`config.mk`:
```
export PLATFORM = sky130hd
export DESIGN_NAME = probe_response_classifier
export DESIGN_NICKNAME = d
export VERILOG_FILES = /design/src/rtl/prc_pkg.sv /design/src/rtl/prc_capture.sv /design/src/rtl/prc_verdict.sv /design/src/rtl/probe_response_classifier.sv
export SDC_FILE = /design/constraint.sdc
export NUM_CORES = 1
export LEC_CHECK = 0
export ABC_CLOCK_PERIOD_IN_PS = 5600
export BUFFER_PORTS_ARGS = -buffer_cell sky130_fd_sc_hd__buf_2
export CAP_MARGIN = 20
export CORE_ASPECT_RATIO = 0.9
export CORE_MARGIN = 4
export CORE_UTILIZATION = 40
export DETAILED_ROUTE_END_ITERATION = 8
export GPL_TIMING_DRIVEN = 0
export HOLD_SLACK_MARGIN = 0.08
export RECOVER_POWER = 50
export SKIP_LAST_GASP = 1
export SYNTH_ARGS = -nofsm -noshare
export SYNTH_HDL_FRONTEND = slang
export SYNTH_SLANG_ARGS = --single-unit
```
`constraint.sdc`:
```
create_clock -name clk -period 5.6 [get_ports clk]
set_input_delay 1.12 -clock clk [delete_from_list [all_inputs] [get_ports clk]]
set_output_delay 1.12 -clock clk [all_outputs]
set_load 0.05 [all_outputs]
```
`src/rtl/prc_pkg.sv`:
```
// ----------------------------------------------------------------------------
// Probe response classifier package
// Shared types and protocol constants for the probe response classifier.
// ----------------------------------------------------------------------------
`default_nettype none

package prc_pkg;

	typedef enum logic [1:0] {
		VERDICT_OPEN    = 2'd0,
		VERDICT_REJECT  = 2'd1,
		VERDICT_UNKNOWN = 2'd2
	} verdict_t;

	localparam logic [7:0] PROTO_ICMP       = 8'd1;
	localparam logic [7:0] PROTO_TCP        = 8'd6;
	localparam logic [7:0] ICMP_UNREACHABLE = 8'd3;
	localparam int         ICMP_MIN_BYTES   = 8;
	localparam int         TCP_MIN_BYTES    = 20;
	localparam int         TCP_FLAGS_REL    = 13;
	localparam int         TTL_INDEX        = 8;
	localparam int         PROTO_INDEX      = 9;
	localparam int         SRC_ADDR_FIRST   = 12;
	localparam int         SRC_ADDR_LAST    = 15;
	localparam int         FLAG_RST_BIT     = 2;
	localparam int         FLAG_SYN_BIT     = 1;
	localparam int         FLAG_ACK_BIT     = 4;

	typedef struct packed {
		logic [5:0]  header_offset;
		logic [7:0]  ip_protocol;
		logic [7:0]  ttl;
		logic [31:0] source_addr;
		logic [7:0]  icmp_type;
		logic [15:0] tcp_source_port;
		logic [15:0] tcp_dest_port;
		logic [7:0]  tcp_flags;
	} pkt_info_t;

endpackage

`default_nettype wire

```
`src/rtl/prc_capture.sv`:
```
// ----------------------------------------------------------------------------
// Probe response classifier header capture
// Holds the byte count and the captured header fields of the packet in
// progress, and gives their values after the current byte is taken.
// ----------------------------------------------------------------------------
`default_nettype none

module prc_capture #(
	parameter int MAX_PACKET_BYTES = 4096
) (
	input  wire logic                                   clk,
	input  wire logic                                   arst_n,
	input  wire logic                                   take,
	input  wire logic                                   clear,
	input  wire logic [7:0]                             packet_byte,
	output prc_pkg::pkt_info_t                          info_next,
	output logic [$clog2(MAX_PACKET_BYTES + 1) - 1:0]   count_next
);
	import prc_pkg::*;

	localparam int CW = $clog2(MAX_PACKET_BYTES + 1);
	localparam logic [CW-1:0] MAX_COUNT = CW'(MAX_PACKET_BYTES);

	pkt_info_t     info_q;
	logic [CW-1:0] count_q;
	logic [CW-1:0] off;
	logic          in_buffer;

	always_comb begin
		info_next  = info_q;
		count_next = count_q;
		in_buffer  = count_q < MAX_COUNT;
		off        = CW'(info_q.header_offset);
		if (in_buffer) begin
			if (count_q == '0) begin
				info_next.header_offset = {packet_byte[3:0], 2'b00};
				off = CW'({packet_byte[3:0], 2'b00});
			end
			if (count_q == CW'(TTL_INDEX)) begin
				info_next.ttl = packet_byte;
			end else if (count_q == CW'(PROTO_INDEX)) begin
				info_next.ip_protocol = packet_byte;
			end else if (count_q >= CW'(SRC_ADDR_FIRST) && count_q <= CW'(SRC_ADDR_LAST)) begin
				info_next.source_addr = {info_q.source_addr[23:0], packet_byte};
			end
			if (count_q == off) begin
				info_next.icmp_type = packet_byte;
				info_next.tcp_source_port[15:8] = packet_byte;
			end else if (count_q == off + CW'(1)) begin
				info_next.tcp_source_port[7:0] = packet_byte;
			end else if (count_q == off + CW'(2)) begin
				info_next.tcp_dest_port[15:8] = packet_byte;
			end else if (count_q == off + CW'(3)) begin
				info_next.tcp_dest_port[7:0] = packet_byte;
			end else if (count_q == off + CW'(TCP_FLAGS_REL)) begin
				info_next.tcp_flags = packet_byte;
			end
			count_next = count_q + CW'(1);
		end
	end

	always_ff @(posedge clk or negedge arst_n) begin
		if (!arst_n) begin
			info_q  <= '0;
			count_q <= '0;
		end else if (take) begin
			if (clear) begin
				info_q  <= '0;
				count_q <= '0;
			end else begin
				info_q  <= info_next;
				count_q <= count_next;
			end
		end
	end

endmodule

`default_nettype wire

```
`src/rtl/prc_verdict.sv`:
```
// ----------------------------------------------------------------------------
// Probe response classifier verdict logic
// Classifies a complete packet from its captured fields and byte count.
// ----------------------------------------------------------------------------
`default_nettype none

module prc_verdict #(
	parameter int MAX_PACKET_BYTES = 4096
) (
	input  wire prc_pkg::pkt_info_t                     info,
	input  wire logic [$clog2(MAX_PACKET_BYTES + 1) - 1:0] byte_count,
	input  wire logic [31:0]                            expected_source_addr,
	input  wire logic [15:0]                            expected_remote_port,
	input  wire logic [15:0]                            expected_local_port,
	output prc_pkg::verdict_t                           verdict,
	output logic [7:0]                                  received_ttl
);
	import prc_pkg::*;

	localparam int CW = $clog2(MAX_PACKET_BYTES + 1);

	logic icmp_hit;
	logic tcp_match;
	logic syn_ack;
	logic rst;

	always_comb begin
		icmp_hit = (info.ip_protocol == PROTO_ICMP)
			&& (byte_count >= CW'(info.header_offset) + CW'(ICMP_MIN_BYTES))
			&& (info.icmp_type == ICMP_UNREACHABLE);
		tcp_match = (info.ip_protocol == PROTO_TCP)
			&& (info.source_addr == expected_source_addr)
			&& (byte_count >= CW'(info.header_offset) + CW'(TCP_MIN_BYTES))
			&& (info.tcp_dest_port == expected_local_port)
			&& (info.tcp_source_port == expected_remote_port);
		syn_ack = info.tcp_flags[FLAG_SYN_BIT] && info.tcp_flags[FLAG_ACK_BIT];
		rst     = info.tcp_flags[FLAG_RST_BIT];

		verdict      = VERDICT_UNKNOWN;
		received_ttl = 8'd0;
		if (icmp_hit) begin
			verdict      = VERDICT_REJECT;
			received_ttl = info.ttl;
		end else if (tcp_match && syn_ack) begin
			verdict      = VERDICT_OPEN;
			received_ttl = info.ttl;
		end else if (tcp_match && rst) begin
			verdict      = VERDICT_REJECT;
			received_ttl = info.ttl;
		end
	end

endmodule

`default_nettype wire

```
`src/rtl/probe_response_classifier.sv`:
```
// ----------------------------------------------------------------------------
// Probe response classifier
// Classifies a received IPv4 probe response, one byte per transfer, as open,
// reject or unknown, and reports the received TTL.
// ----------------------------------------------------------------------------
// Each accepted byte passes an input register, then the header capture and
// verdict logic, and one result is written to an output register on the byte
// marked last. A byte is accepted every cycle unless the input side stalls;
// the result of a last byte passes the input register and then the output
// register. The input side stalls only while a result waits in the output
// register and the next registered byte is itself a last byte.
// Bytes beyond MAX_PACKET_BYTES are dropped, and the length checks use the
// saturated count. The expected address and ports are sampled with each byte
// and those given with the last byte are used.
// ----------------------------------------------------------------------------
`default_nettype none

module probe_response_classifier #(
	parameter int MAX_PACKET_BYTES = 4096
) (
	input  wire logic        clk,
	input  wire logic        arst_n,
	input  wire logic        in_valid,
	output logic             in_ready,
	input  wire logic [7:0]  packet_byte,
	input  wire logic        last_byte,
	input  wire logic [31:0] expected_source_addr,
	input  wire logic [15:0] expected_remote_port,
	input  wire logic [15:0] expected_local_port,
	output logic             out_valid,
	input  wire logic        out_ready,
	output logic [1:0]       verdict,
	output logic [7:0]       received_ttl
);
	import prc_pkg::*;

	localparam int CW = $clog2(MAX_PACKET_BYTES + 1);

	logic        valid_s1;
	logic [7:0]  byte_s1;
	logic        last_s1;
	logic [31:0] addr_s1;
	logic [15:0] remote_s1;
	logic [15:0] local_s1;

	logic        advance;
	logic        result_load;
	pkt_info_t   info_next;
	logic [CW-1:0] count_next;
	verdict_t    verdict_d;
	logic [7:0]  ttl_d;

	logic        out_valid_q;
	verdict_t    verdict_q;
	logic [7:0]  ttl_q;

	assign advance     = valid_s1 && (!last_s1 || !out_valid_q || out_ready);
	assign result_load = advance && last_s1;
	assign in_ready    = !valid_s1 || advance;

	always_ff @(posedge clk or negedge arst_n) begin
		if (!arst_n) begin
			valid_s1 <= 1'b0;
		end else if (in_ready) begin
			valid_s1 <= in_valid;
		end
	end

	always_ff @(posedge clk) begin
		if (in_ready && in_valid) begin
			byte_s1   <= packet_byte;
			last_s1   <= last_byte;
			addr_s1   <= expected_source_addr;
			remote_s1 <= expected_remote_port;
			local_s1  <= expected_local_port;
		end
	end

	prc_capture #(
		.MAX_PACKET_BYTES(MAX_PACKET_BYTES)
	) u_capture (
		.clk        (clk),
		.arst_n     (arst_n),
		.take       (advance),
		.clear      (last_s1),
		.packet_byte(byte_s1),
		.info_next  (info_next),
		.count_next (count_next)
	);

	prc_verdict #(
		.MAX_PACKET_BYTES(MAX_PACKET_BYTES)
	) u_verdict (
		.info                (info_next),
		.byte_count          (count_next),
		.expected_source_addr(addr_s1),
		.expected_remote_port(remote_s1),
		.expected_local_port (local_s1),
		.verdict             (verdict_d),
		.received_ttl        (ttl_d)
	);

	always_ff @(posedge clk or negedge arst_n) begin
		if (!arst_n) begin
			out_valid_q <= 1'b0;
		end else if (result_load) begin
			out_valid_q <= 1'b1;
		end else if (out_ready) begin
			out_valid_q <= 1'b0;
		end
	end

	always_ff @(posedge clk) begin
		if (result_load) begin
			verdict_q <= verdict_d;
			ttl_q     <= ttl_d;
		end
	end

	assign out_valid    = out_valid_q;
	assign verdict      = verdict_q;
	assign received_ttl = ttl_q;

endmodule

`default_nettype wire

```
# Word level (Yosys, flattened, before mapping)
# Index checks and enable logic that the tools add are counted.
dict set report word_totals {
  n_memories 0
  output_inout_bits 12
  word_cells 95
  mem_bits_rw 0
  reg_bits 195
  latchBits 0
  input_bits 77
  romBits 0
}
dict set report op_classes {
  div 0
  n_shift 0
  n_lt_le_gt_ge 5
  eq_ne 13
  n_mux 29
  n_reduce_logical 22
  n_mul 0
  n_addsub 7
  n_bitwise 0
}
# operator n
set ops {}
lappend ops {{102-bit two-way mux} 2}
lappend ops {{32-bit two-way mux} 4}
lappend ops {{8-bit two-way mux} 11}
lappend ops {{13-bit equality test} 5}
lappend ops {{13-bit two-way mux} 3}
lappend ops {{16-bit equality test} 2}
lappend ops {{32-bit equality test} 1}
lappend ops {{16-bit two-way mux} 2}
lappend ops {{13-bit by 1-bit adder with 13-bit output (second input constant)} 2}
lappend ops {{13-bit by 2-bit adder with 13-bit output (second input constant)} 2}
lappend ops {{13-bit by 4-bit equality test with 1-bit output (second input constant)} 2}
lappend ops {{13-bit >= comparator} 2}
lappend ops {{24-bit two-way mux} 1}
lappend ops {{13-bit by 4-bit adder with 13-bit output (second input constant)} 1}
lappend ops {{13-bit by 4-bit >= comparator with 1-bit output (second input constant)} 1}
lappend ops {{13-bit by 4-bit less-or-equal comparator with 1-bit output (second input constant)} 1}
lappend ops {{1-bit logical AND} 13}
lappend ops {{13-bit zero test} 1}
lappend ops {{13-bit less-than comparator (second input constant)} 1}
lappend ops {{6-bit two-way mux} 2}
lappend ops {{8-bit by 1-bit equality test with 1-bit output (second input constant)} 1}
lappend ops {{8-bit by 2-bit equality test with 1-bit output (second input constant)} 1}
lappend ops {{8-bit by 3-bit equality test with 1-bit output (second input constant)} 1}
lappend ops {{6-bit by 4-bit adder with 7-bit output (second input constant)} 1}
lappend ops {{7 further kinds} 13}

# Depth between registers and ports, before layout
dict set report depth {
  depth_word 20
  depth_mapped 21
  depth_no_buf 19
}

# By module
# From an unflattened synthesis, not the netlist that was laid out.
dict set report hier_totals {
  hier_cells 961
  area_unflattened_um2 11008.1
}
# mod cells_per_inst seq_area_each_um2 n_inst area_per_inst_um2
set modules_own_cells {}
lappend modules_own_cells {prc_capture 714 2877.8 1 7105.6}
lappend modules_own_cells {probe_response_classifier 93 2542.4 1 2598.7}
lappend modules_own_cells {prc_verdict 154 0.0 1 1303.8}

# Worst setup path before layout
# No wires, ideal clock.
dict set report synth_timing {
  path_type {register to register}
  from {register u_capture.count_q[1]}
  to {register verdict_q[1], in the netlist verdict[1] (data pin)}
  path_stages_with_launch 19
  required_time_ns 5.274
  slack_ns 0.905
  period_less_slack_ns 4.695
  setup_time_ns 0.326
  path_buffers 4
  t_arrival_ns 4.369
  path_cell_list {dfrtp_1 clkbuf_1 inv_1 ha_1 nor3b_1 nand4_1 buf_2 buf_1 and2_1 ha_1 clkbuf_1 a21boi_0 o311ai_0 o32ai_1 nand4_2 mux2i_1 a32o_2 nor4_4 a41oi_4}
}
dict set report synth_via {
  elab_chain_len 15
  elab_cells_between_ends 57
  cone_classes {7 x add/sub; 5 x order compare; 13 x eq/ne; 20 x mux; 12 x reduce/logical}
}
# element line_no
set synth_rtl {}
lappend synth_rtl {{from (decl)} prc_capture.sv:25} ;# logic [CW-1:0] count_q;
lappend synth_rtl {{from (signal assigned)} prc_capture.sv:72} ;# count_q <= count_next;
lappend synth_rtl {{13-bit zero test} prc_capture.sv:35} ;# if (count_q == '0) begin
lappend synth_rtl {{6-bit two-way mux} prc_capture.sv:35}
lappend synth_rtl {{13-bit two-way mux} prc_capture.sv:34} ;# if (in_buffer) begin
lappend synth_rtl {{13-bit by 2-bit adder with 13-bit output} prc_capture.sv:53} ;# end else if (count_q == off + CW'(3)) begin
lappend synth_rtl {{13-bit equality test} prc_capture.sv:53}
lappend synth_rtl {{8-bit two-way mux} prc_capture.sv:53}
lappend synth_rtl {{16-bit two-way mux} prc_capture.sv:51} ;# end else if (count_q == off + CW'(2)) begin
lappend synth_rtl {{24-bit two-way mux} prc_capture.sv:49} ;# end else if (count_q == off + CW'(1)) begin
lappend synth_rtl {{32-bit two-way mux} prc_capture.sv:46} ;# if (count_q == off) begin
lappend synth_rtl {{102-bit two-way mux} prc_capture.sv:34}
lappend synth_rtl {{16-bit equality test} prc_verdict.sv:34} ;# && (info.tcp_dest_port == expected_local_port)
lappend synth_rtl {{1-bit logical AND} prc_verdict.sv:34}
lappend synth_rtl {{1-bit logical AND} prc_verdict.sv:35} ;# && (info.tcp_source_port == expected_remote_port);
lappend synth_rtl {{1-bit logical AND, on equally long branches} {prc_verdict.sv:47, prc_verdict.sv:44}}
lappend synth_rtl {{2-bit two-way mux / 2-bit OR reduction (equally long branches)} n/a}
lappend synth_rtl {{to (signal assigned)} probe_response_classifier.sv:115} ;# verdict_q <= verdict_d;
lappend synth_rtl {{to (decl)} probe_response_classifier.sv:54} ;# verdict_t verdict_q;
# Parallel ways exist; a longest one is shown, timed or not. The select of a mux whose other input is x is not followed.
# A chain may end at the register's enable or synchronous reset.

# Final worst setup path
dict set report layout_timing {
  from {register u_capture.count_q[1]}
  to {register ttl_q[0], in the netlist received_ttl[0] (data pin)}
}
dict set report layout_via {
  elab_chain_len 17
  elab_cells_between_ends 59
  cone_classes {7 x add/sub; 5 x order compare; 13 x eq/ne; 23 x mux; 11 x reduce/logical}
}
# element line_no
set layout_rtl {}
lappend layout_rtl {{13-bit zero test} prc_capture.sv:35}
lappend layout_rtl {{6-bit two-way mux} prc_capture.sv:35}
lappend layout_rtl {{13-bit two-way mux} prc_capture.sv:34}
lappend layout_rtl {{13-bit by 2-bit adder with 13-bit output} prc_capture.sv:53}
lappend layout_rtl {{13-bit equality test} prc_capture.sv:53}
lappend layout_rtl {{8-bit two-way mux} prc_capture.sv:53}
lappend layout_rtl {{16-bit two-way mux} prc_capture.sv:51}
lappend layout_rtl {{24-bit two-way mux} prc_capture.sv:49}
lappend layout_rtl {{(+2 left out)} n/a}
lappend layout_rtl {{16-bit equality test} prc_verdict.sv:34}
lappend layout_rtl {{1-bit logical AND} prc_verdict.sv:34}
lappend layout_rtl {{1-bit logical AND} prc_verdict.sv:35}
lappend layout_rtl {{1-bit logical AND} prc_verdict.sv:47} ;# end else if (tcp_match && rst) begin
lappend layout_rtl {{8-bit two-way mux} prc_verdict.sv:47}
lappend layout_rtl {{8-bit two-way mux} prc_verdict.sv:44} ;# end else if (tcp_match && syn_ack) begin
lappend layout_rtl {{8-bit two-way mux *} prc_verdict.sv:41} ;# if (icmp_hit) begin
lappend layout_rtl {{via ttl_d[0]} probe_response_classifier.sv:51} ;# logic [7:0] ttl_d;
lappend layout_rtl {{to (signal assigned)} probe_response_classifier.sv:116} ;# ttl_q <= ttl_d;
lappend layout_rtl {{to (decl)} probe_response_classifier.sv:55} ;# logic [7:0] ttl_q;
# The timed path passes the listed nets; every way through them passes the cells marked *. The select of a mux whose other input is x is not followed.

==> results.yml <==
clocking:
  cts_tree: "built"
  cts.sink_count: 195
  cts.clk_slew.worst_paths_ps: 80
  cts_hold_buffers: 0
  htree_levels: 4
  clk-insertion-delay-late_ps: 460
  cts_buffer_depth: 2
  cts-buffers-inserted: 17
  cts.root.buffer_cell: "clkbuf_16"
global_routing:
  grt_util_all_layers_pct: 22.0
  maximum_number_of_pins_on_one_net_before_global_route_repair: 73
  grt_first_pass_wirelength_um: 50100
  antenna_found_initial: 0
  grt_overflow: 0
  number_of_global_route_vias_before_repair: 8436
logic_synthesis:
  synth_ff_type: "dfrtp_1"
  synth_nets: 1113
  synth.lib_cells_used.distinct: 87
  synthCells: 1013
  proportion_of_synthesized_chip_area_in_sequential_cells_pct: 49.2
  synth_enable_flop_cells: 83
  synth.ff_latch_count: 195
  post-synth-top-area-cell: "dfrtp_1"
  netlist_area_um2: 10800
  fraction_of_synthesized_cell_area_taken_by_the_top_area_cell_type_pct: 26.0
  netlist_top_cells_area: "dfrtp_1 26%, edfxtp_1 23%, xnor2_1 4.8%, a22o_1 3.6%, nand2_1 3.4%"
  synth_async_sr_flop_share_pct: 57.4
  yosysWarnings: 0
  synth_area_per_inst_um2: 10.6
routing:
  detail_route.first_pass.iterations: 6
  num_vias: 8582
  route.met3.wl_um: 2650
  detail-route-antenna-nets: 0
  drt-vias-per-instance: 5.78
  met1Wirelength_um: 14900
  routed.top_layer: "met4"
  post_drt_wl_per_cell_um: 21.8
  postRouteWirelength_um: 32300
  drcViolationCount: 0
  starting_drt_drc_count: 767
  dr_wl_met2_um: 13900
worst_setup_path:
  critical_path_arrival_ps: 5520
  crit_path_max_fanout: 10
  startpoint_type: "register"
  setup.worst_path.end_class: "register"
  r2r_worst_path_depth: 18
  timing.setup.critical_path_class: "reg -> reg"
  crit_required_ps: 5900
final_layout:
  layout.cells.most_common_list: "112 x dfrtp_1, 98 x nand2_1, 93 x buf_2"
  antenna_cells_inserted: 0
  layoutNonFillerInstCount: 1485
  filler_cell_count: 2501
  total_nets_final: 1224
  post_route_cells_drive_above_1_share_pct: 15.7
  layout.cells.most_common: "dfrtp_1"
  finished_core_util_pct: 46.9
  layout_stage_area_growth_over_the_synthesis_result_pct: 14.5
die:
  top_level_ports: 89
  die_outline_area_um2: 29600
  core_um2: 26300
  die_height_um: 164
  start_util_pct: 40.9
  core.rowCount: 56
  die_w_um: 181
placed_design:
  dp_worst_setup_slack_ps: -420
  place.port_buffers: 88
  gp_congestion: 0.934
  post-place-cells: 1451
  hpwl_um: 23600
sta:
  worst_slew_margin_rel_pct: -65.6
  worstMarginPinSlew_ps: 2480
  setup_slack_ps: 377
  grt_setup_unrepaired: "no"
  finalHoldViolations: 0
  period_needed_ps: 5220
  final-max-slew-violation-count: 115
  worst_clock_skew_ps: 23.8
  setup_viol: 0
  timing.fmax_mhz: 191
  final_min_period_over_clock_period_pct: 93.3
power:
  worst_ir_drop_vdd_v: 0.000254
  cellLeakagePower_nw: 5.19
  design_power_total_mw: 3.72
  powerDensity_nw_per_um2: 302
worst_hold_path:
  hold_path_class: "reg -> reg"
  min_path_cells: 1
run_status:
  violations: "max-capacitance violations, max-slew violations"
  status: "finished with violations"
run:
  max-cap-violations: 2
stage by stage:
stage	TNS (ps)	instance area, um^2	hold WS, ps
after floorplan	0	10800	441
after global placement	-3740	11600	460
after detailed placement	-3750	11700	465
after CTS	0	12300	482
after global routing	0	12300	500
final	0	12300	480
layer usage:
metal / vias up / GRT usage [%]
li1: 3979 / -
met1: 4150 / 31.7
met2: 395 / 32.1
met3: 58 / 5.68
met4: 0 / 7.63
met5: - / 0
logic make-up after synthesis:
kind of cell	share of synthesized area, %
adder cells (fa/ha/maj)	2.67
AO/OA/AOI/OAI	17.9
AND/OR/NAND/NOR	15.8
XOR/XNOR	6.84
buffers and inverters	4.26
flip-flops	49.2
multiplexers	3.33
critical path, cell delays in order, from the launching register on:
cell,delay (ps)
dfrtp_1,580
inv_1,220
ha_1,270
nor3b_2,180
nand4_1,140
buf_2,240
buf_2,300
and2_1,240
ha_1,460
a21boi_0,210
o311ai_0,170
o32ai_2,310
buf_4,180
nand4_2,240
a21oi_1,240
nand3_1,140
nor4_4,420
a41oi_4,300
a21oi_2,210
synthesized netlist by cell type (6+ instances only):
cell type and instances:
clkbuf_1 41, nand3_1 25, buf_2 9, inv_1 58
o31ai_1 10, a21oi_2 8, nor2b_1 8, o22ai_1 14
xnor2_1 59, a21oi_1 21, nand4_1 21, ha_1 23
nor3_1 10, mux2i_1 29, a221oi_1 6, dfrtp_1 112
nor2_1 47, and3_1 8, a31oi_1 6, a22o_1 44
xor2_1 25, nand2b_1 18, nor4_1 13, o21ai_0 60
a21o_1 25, edfxtp_1 83, and2_1 8, nand2_1 98
timing repair:
action,in CTS,in global routing
gates resized for setup,2,2
pin swaps,0,3
endpoints found under the setup margin,10,10
cloned,0,0
setup buffers,0,4
power by group:
group	internal (mW)	total [mW]	leakage [nW]	switching (mW)
clock network	0.601	1.24	0.280	0.642
logic	0.304	0.832	2.55	0.527
registers	1.58	1.65	2.36	0.0718
total	2.48	3.72	5.19	1.24
registers in the layout, indices dropped and copies added, names as in the netlist:
register and flops:
remote_s1 16, addr_s1 32, u_capture.info_q 97, received_ttl 8
out_valid 1, valid_s1 1, last_s1 1, local_s1 16
verdict 2, u_capture.count_q 13, byte_s1 8
worst paths after layout:
path,startpoint,to,slack [ps]
min in group asynchronous,arst_n,u_capture.count_q[2],1420
max in group asynchronous,arst_n,u_capture.info_q[36],1330
hold / removal,u_capture.info_q[40],u_capture.info_q[40],480
hold reg to reg,u_capture.info_q[40],u_capture.info_q[40],480
setup reg to reg,u_capture.count_q[1],received_ttl[0],380
setup / recovery,u_capture.count_q[1],received_ttl[0],380
final cells by class:
cell class              instances  area (um^2)  share of cell area, %
clock inverters                14          163                   1.32
flip-flops and latches        195         5300                   43.0
clock buffers                  18          429                   3.48
repair buffers                 94          509                   4.13
multi-input cells             705         5030                   40.9
inverters                      58          218                   1.77
well taps                     348          435                   3.54
plain buffers                  53          234                   1.90
Power figures use the tool's default switching activity.
